$ cat src/rtl/cosine_range_reduce_polynomial_assert.svh
// assertion macros used by the top level of the cosine pipeline
// no dependencies; each use sits on a line of its own
`ifndef COSINE_RANGE_REDUCE_POLYNOMIAL_ASSERT_SVH
`define COSINE_RANGE_REDUCE_POLYNOMIAL_ASSERT_SVH

// property must hold at every clock edge outside reset
`define CRR_ASSERT(lbl, clk, rstn, prop) \
  lbl: assert property (@(posedge clk) disable iff (!rstn) (prop)) \
    else $error("cosine pipeline assertion failed");

// condition must never be seen at a clock edge outside reset
`define CRR_ASSERT_NEVER(lbl, clk, rstn, cond) \
  lbl: assert property (@(posedge clk) disable iff (!rstn) !(cond)) \
    else $error("cosine pipeline forbidden condition seen");

`endif

$ cat src/rtl/cosrr_pkg.sv
// types, constants and the coefficient lookup of the cosine pipeline
// no dependencies
package cosrr_pkg;

  // horner accumulator, Q2.30 with headroom
  typedef logic signed [33:0] word_t;
  // reduced angle in Q.52
  typedef logic signed [57:0] q52_t;

  typedef struct packed {
    logic valid;
    logic neg;
  } ctl_t;

  localparam logic signed [31:0] INV_2PI_Q32       = 32'sd683565276;
  localparam q52_t               TWO_PI_Q52        = 58'sh6487ED5110B461;
  localparam q52_t               PI_Q52            = 58'sh3243F6A8885A31;
  localparam q52_t               HALF_PI_Q52       = 58'sh1921FB54442D18;
  localparam q52_t               THREE_HALF_PI_Q52 = 58'sh4B65F1FCCC8749;

  localparam word_t ONE_Q30 = 34'sd1073741824;
  localparam word_t COEF_C1 = 34'sd536870908;
  localparam word_t COEF_C2 = 34'sd44739216;
  localparam word_t COEF_C3 = 34'sd1491255;
  localparam word_t COEF_C4 = 34'sd26587;
  localparam word_t COEF_C5 = 34'sd280;

  localparam int NUM_CELLS    = 5;
  localparam int CELL_IDX_W   = $clog2(NUM_CELLS);
  localparam int REDUCE_DEPTH = 5;
  localparam int LATENCY      = REDUCE_DEPTH + NUM_CELLS + 1;

  // constant added by each horner cell, innermost first
  function automatic word_t cell_coef(input logic [CELL_IDX_W-1:0] idx);
    word_t c;
    case (idx)
      3'd0:    c = COEF_C4;
      3'd1:    c = -COEF_C3;
      3'd2:    c = COEF_C2;
      3'd3:    c = -COEF_C1;
      3'd4:    c = ONE_Q30;
      default: c = '0;
    endcase
    return c;
  endfunction

endpackage

$ cat src/rtl/cosrr_cell.sv
// one horner step: t_out = floor(x2 * t_in / 2^30) + coef, registered
// depends on cosrr_pkg
module cosrr_cell (
  input  logic                clk_i,
  input  logic                rst_ni,
  input  cosrr_pkg::ctl_t     ctl_i,
  input  logic        [31:0]  x2_i,
  input  cosrr_pkg::word_t    t_i,
  input  cosrr_pkg::word_t    coef_i,
  output cosrr_pkg::ctl_t     ctl_o,
  output logic        [31:0]  x2_o,
  output cosrr_pkg::word_t    t_o
);

  logic signed [66:0] prod;
  logic signed [36:0] prod_sh;
  cosrr_pkg::word_t   t_d, t_q;
  logic               valid_q;
  logic               neg_q;
  logic        [31:0] x2_q;

  always_comb begin
    prod    = 67'($signed({1'b0, x2_i}) * t_i);
    // arithmetic shift floors toward minus infinity
    prod_sh = prod[66:30];
    t_d     = prod_sh[33:0] + coef_i;
  end

  always_ff @(posedge clk_i or negedge rst_ni) begin
    if (!rst_ni) begin
      valid_q <= 1'b0;
    end else begin
      valid_q <= ctl_i.valid;
    end
  end

  always_ff @(posedge clk_i) begin
    t_q   <= t_d;
    neg_q <= ctl_i.neg;
    x2_q  <= x2_i;
  end

  assign ctl_o.valid = valid_q;
  assign ctl_o.neg   = neg_q;
  assign x2_o        = x2_q;
  assign t_o         = t_q;

endmodule

$ cat config.mk
export PLATFORM = sky130hd
export DESIGN_NAME = cosrr_cell
export DESIGN_NICKNAME = d
export VERILOG_FILES = /design/src/rtl/cosine_range_reduce_polynomial_assert.svh /design/src/rtl/cosrr_pkg.sv /design/src/rtl/cosrr_cell.sv
export SDC_FILE = /design/constraint.sdc
export NUM_CORES = 2
export LEC_CHECK = 0
export BUFFER_PORTS_ARGS = -buffer_cell sky130_fd_sc_hd__buf_2
export CAP_MARGIN = 40
export CORE_MARGIN = 2
export CORE_UTILIZATION = 45
export DETAILED_ROUTE_END_ITERATION = 8
export SKIP_CTS_REPAIR_TIMING = 1
export SLEW_MARGIN = 0
export SYNTH_ARGS = -nofsm -noshare
export SYNTH_HDL_FRONTEND = slang
export SYNTH_SLANG_ARGS = --single-unit
$ cat constraint.sdc
create_clock -name clk_i -period 0.8 [get_ports clk_i]
set_input_delay 0 -clock clk_i [delete_from_list [all_inputs] [get_ports clk_i]]
set_output_delay 0 -clock clk_i [all_outputs]
set_load 0.05 [all_outputs]
**Word level (Yosys, flattened, before mapping)**

Cells that the tools add are included.

- Register bits: 68
- Logic and storage cells: 6
- Bits of input ports: 104
- Output and inout bits: 68

- Multipliers: 1
- $add $sub $neg: 1

Operator list:

| operator | count |
|---|---|
| $mul 33x34->64 | 1 |
| $add 34x34->34 | 1 |

**Depth between registers and ports, before layout**

- Depth in word-level cells: 2
- Gate-level depth with buffers: 38
- Gate-level depth less buffers: 37

**Worst setup path after synthesis**

Ideal clock, no wire load.

- Kind: input -> register
- Start: in x2_i[24]
- End: reg t_q[32] (netlist: t_o[32])
- Stages: 34
- Arrival: 8.729 ns
- Slack: -8.051 ns
- Library setup time: 0.122 ns
- Path buffers: 2
- Required time: 0.678 ns
- Cells stage by stage: clkbuf_1 > clkbuf_1 > nand2_1 > fa_1 > inv_1 > fa_1 > inv_1 > fa_1 > inv_1 > fa_1 > fa_1 > fa_1 > fa_1 > inv_1 > fa_1 > inv_1 > ha_1 > and3_1 > and2_0 > a221o_1 > a31oi_1 > o21ai_2 > a31oi_2 > o21ai_1 > o41a_1 > xor2_1 > ha_1 > nand4_1 > or2_2 > o311ai_4 > a211o_1 > a21oi_2 > or3_1 > a311o_1

- Word-level cells in the longest chain between the ends: 2

Ends and longest elaborated chain:

| item | RTL line | text |
|---|---|---|
| start: declaration | cosrr_cell.sv:7 | `input logic [31:0] x2_i,` |
| $mul 33x34->64 | cosrr_cell.sv:23 | `prod = 67'($signed({1'b0, x2_i}) * t_i);` |
| $add 34x34->34 | cosrr_cell.sv:26 | `t_d = prod_sh[33:0] + coef_i;` |
| named net t_d[32] | cosrr_cell.sv:17 | `cosrr_pkg::word_t t_d, t_q;` |
| end signal: assignment | cosrr_cell.sv:38 | `t_q <= t_d;` |
| end: declaration | cosrr_cell.sv:17 |  |

The timed path passes the listed nets, and every way through them passes these cells.

**Worst setup path in the final report**

- Start: in t_i[6]
- End: reg t_q[32] (netlist: t_o[32])

- Word-level cells in the longest chain between the ends: 2

Ends and longest elaborated chain:

| item | RTL line | text |
|---|---|---|
| start: declaration | cosrr_cell.sv:8 | `input cosrr_pkg::word_t t_i,` |
| $mul 33x34->64 | cosrr_cell.sv:23 |  |
| $add 34x34->34 | cosrr_cell.sv:26 |  |
| named net t_d[32] | cosrr_cell.sv:17 |  |

The timed path passes the listed nets, and every way through them passes these cells.

==> summary.md <==
| Metric | Value |
|---|---|
| WHS | -0.128 ns |
| Pin count of the biggest net entering global routing | 31 |
| Worst min-delay path class | in -> reg |
| Total congestion overflow | 0 |
| Layout cell share with drive strength beyond 1 | 20.3% |
| Max FO, Critical Path | 7 |
| Ys flop type | dfxtp_1 |
| Core region area | 88500 sq um |
| Die Ht | 303 um |
| CTS Sinks | 68 |
| Setup TNS | -248.49 ns |
| Final hold vios | 5 |
| Area growth from synthesis to layout | 20.9% |
| Top cells by area, synth | fa_1 55%, and2_1 11%, inv_1 10%, ha_1 6.7%, nand2_1 4.0% |
| Slowest Stage Delay on Critical Path | 0.59 ns |
| DR DRC count | 0 |
| Total wire length | approximately 110 mm |
| Initial Util | 45.5% |
| Post-route design area | between 40000 and 50000 sq um |
| Area after DPL | about 46000 sq um |
| Critical Path Source Type | input pin |
| Crit path DAT | 9.07 ns |
| Max-cap check violation count | 0 |
| Synth top area share | 55.3% |
| PnR worst setup slack | -7.98 ns |
| Die W | 303 um |
| Routability cong. | just over 0.9 |
| Worst-margin pin slew | 0.553 ns |
| Final setup viols | 102 |
| Worst EP required | approximately 1.1 ns |
| Most common cell in the synthesized netlist | fa_1 |
| Mapped Cells | 4270 |
| Status | finished with violations |
| TritonCTS clock tree | built |
| Global-route wire length before repair | about 180 mm |
| Unrepaired setup endpoints after global routing | true |
| Async S/R FF share, synth | 1.47% |
| DP HPWL | 98.6 mm |
| Leading area contributor after synthesis | fa_1 |
| Clock buffer depth | 2 |
| Vias in the first global route | 33100 |
| Synth cell count leaders | 1112 x fa_1, 1099 x inv_1, 706 x and2_1 |
| CTS clk-pin slew, worst paths | approximately 0.07 ns |
| Fmax | 114 MHz |
| Root Buffer | clkbuf_16 |
| Dpl cells | about 6000 |
| Top cell by count, worst path | fa_1 |
| Antenna violations before repair | 15 |
| DR vias/cell | roughly 5 |
| # fillers | 7990 |
| Final Core Density | 55.0% |
| Routed WL per cell | 19.1 um |
| Slowest cell on crit path | fa_2 |
| Post-route ant nets | 0 |
| Post-synthesis sequential area ratio | 3.39% |
| Initial DRC count | 1108 |
| Mapped cell area | 40300 sq um |
| Total CTS buffers | 9 |
| # nets final | 6208 |
| Period minus WS final | 8.78 ns |
| Syn_area_per_cell | 9.44 sq um |
| Tcrit/Tclk final | 1100% |
| Tot GR Track Use | 26.2% |
| I/O pins | between 150 and 200 |
| Row Count | 109 |
| H-Tree Depth | 3 |
| Max Slew Vio Count | 0 |
| Yosys reg bits | 68 |
| Via Count | 29600 |
| Slew headroom | between 60% and 70% |
| IO Port Bufs | 171 |
| Syn_nets | 5702 |
| Ys Warns | 0 |
| Filler-free cell count of the finished design | 5951 |
| Crit Path Category | in -> reg |
| First-pass DRT Iterations | 7 |
| Failing checks | hold timing, setup timing |
| Yosys cell types | between 60 and 70 |
| CP Capture Type | flip-flop |
| Die area | 91900 sq um |
| Post-synth EDFFs | 0 |
-- final timing paths --
| kind | from | endpoint | slack (ns) | depth (start not counted) |
|---|---|---|---|---|
| max in group asynchronous | rst_ni | valid_q | 0.29 | 3 |
| min in group asynchronous | rst_ni | valid_q | 0.41 | 3 |
| hold / removal | coef_i[0] | t_o[0] | -0.13 | 2 |
| setup / recovery | t_i[6] | t_o[32] | -7.98 | 35 |
-- registers in the layout (all words and copies together), names as in the netlist --
register  cells
neg_q         1
valid_q       1
x2_o         32
t_o          34
-- layer usage --
metal | share of wire [%] | routed length [um] | track usage, %
met1 | 39 | 44400 | 32.9
met2 | 52 | 59400 | 46.7
met3 | 4.8 | 5470 | 4.16
met4 | 4.0 | 4510 | 7.75
met5 | 0.11 | 126 | 0
-- worst max-delay path, delay by kind of cell --
kind	cells	cell delay, ns
adders and majority gates	10	4.78
AOI/OAI and AO/OA	12	2.57
and+or+nand+nor	4	0.95
buffers and inverters	8	0.58
xor gates and xnor gates	1	0.16
-- cells in the final DEF, fill, tap and decap left out, types with 10 or more instances in the layout --
| cell | Yosys | layout |
|---|---|---|
| buf_2 | 2 | 53 |
| o21bai_1 | 15 | 14 |
| ha_4 | 0 | 19 |
| a21oi_1 | 74 | 50 |
| and2_4 | 0 | 46 |
| fa_1 | 1112 | 1095 |
| inv_2 | 0 | 24 |
| nand3_1 | 17 | 14 |
| dlygate4sd3_1 | 0 | 22 |
| buf_12 | 0 | 36 |
| dfxtp_2 | 0 | 65 |
| nor2_1 | 29 | 28 |
| buf_6 | 0 | 61 |
| inv_1 | 1099 | 1072 |
| a21o_1 | 57 | 57 |
| o21ai_0 | 27 | 17 |
| and2_1 | 706 | 661 |
| o21ai_2 | 3 | 10 |
| ha_1 | 216 | 195 |
| buf_4 | 2 | 473 |
| nand4_1 | 13 | 13 |
| xor2_1 | 25 | 24 |
| xnor2_1 | 61 | 53 |
| fa_2 | 0 | 17 |
| a21oi_2 | 2 | 21 |
| clkbuf_16 | 0 | 12 |
| nand2_1 | 426 | 419 |
| buf_8 | 0 | 51 |
-- final cells by class --
class	instances	area [sq um]	share of cell area (%)
Timing Repair Buffer	704	6360	13.1
Multi-Input combinational cell	2894	34900	71.7
Inverter	1099	4140	8.49
Antenna cell	5	12.5	0.0257
Clock buffer	9	225	0.462
Sequential cell	68	1450	2.97
Clock inverter	7	146	0.300
Tap cell	1165	1460	2.99
-- through the flow --
stage,hold slack [ns],setup slack (ns)
after floorplan,-0.296,-7.63
after global routing,-0.143,-8.21
after global placement,-0.221,-8.69
after detailed placement,-0.221,-8.59
after CTS,-0.692,-8.19
final,-0.128,-7.98
-- kinds of logic (layout without fill, tap and decap cells) --
logic type               Yosys count  after routing  share of synthesized area [%]
adder cells (fa/ha/maj)         1328           1328                           62.0
AO/OA/AOI/OAI                    245            245                           4.25
buffers and inverters           1308           1819                           12.2
multiplexers                       1              1                         0.0248
AND/OR/NAND/NOR                 1234           1234                           16.3
other                              0              5                              0
XOR/XNOR                          86             86                           1.87
flip-flops                        68             68                           3.39
Power is left out: the tool's default activity adds up to more than one toggle a clock period on the data nets, which glitch-free logic cannot reach.
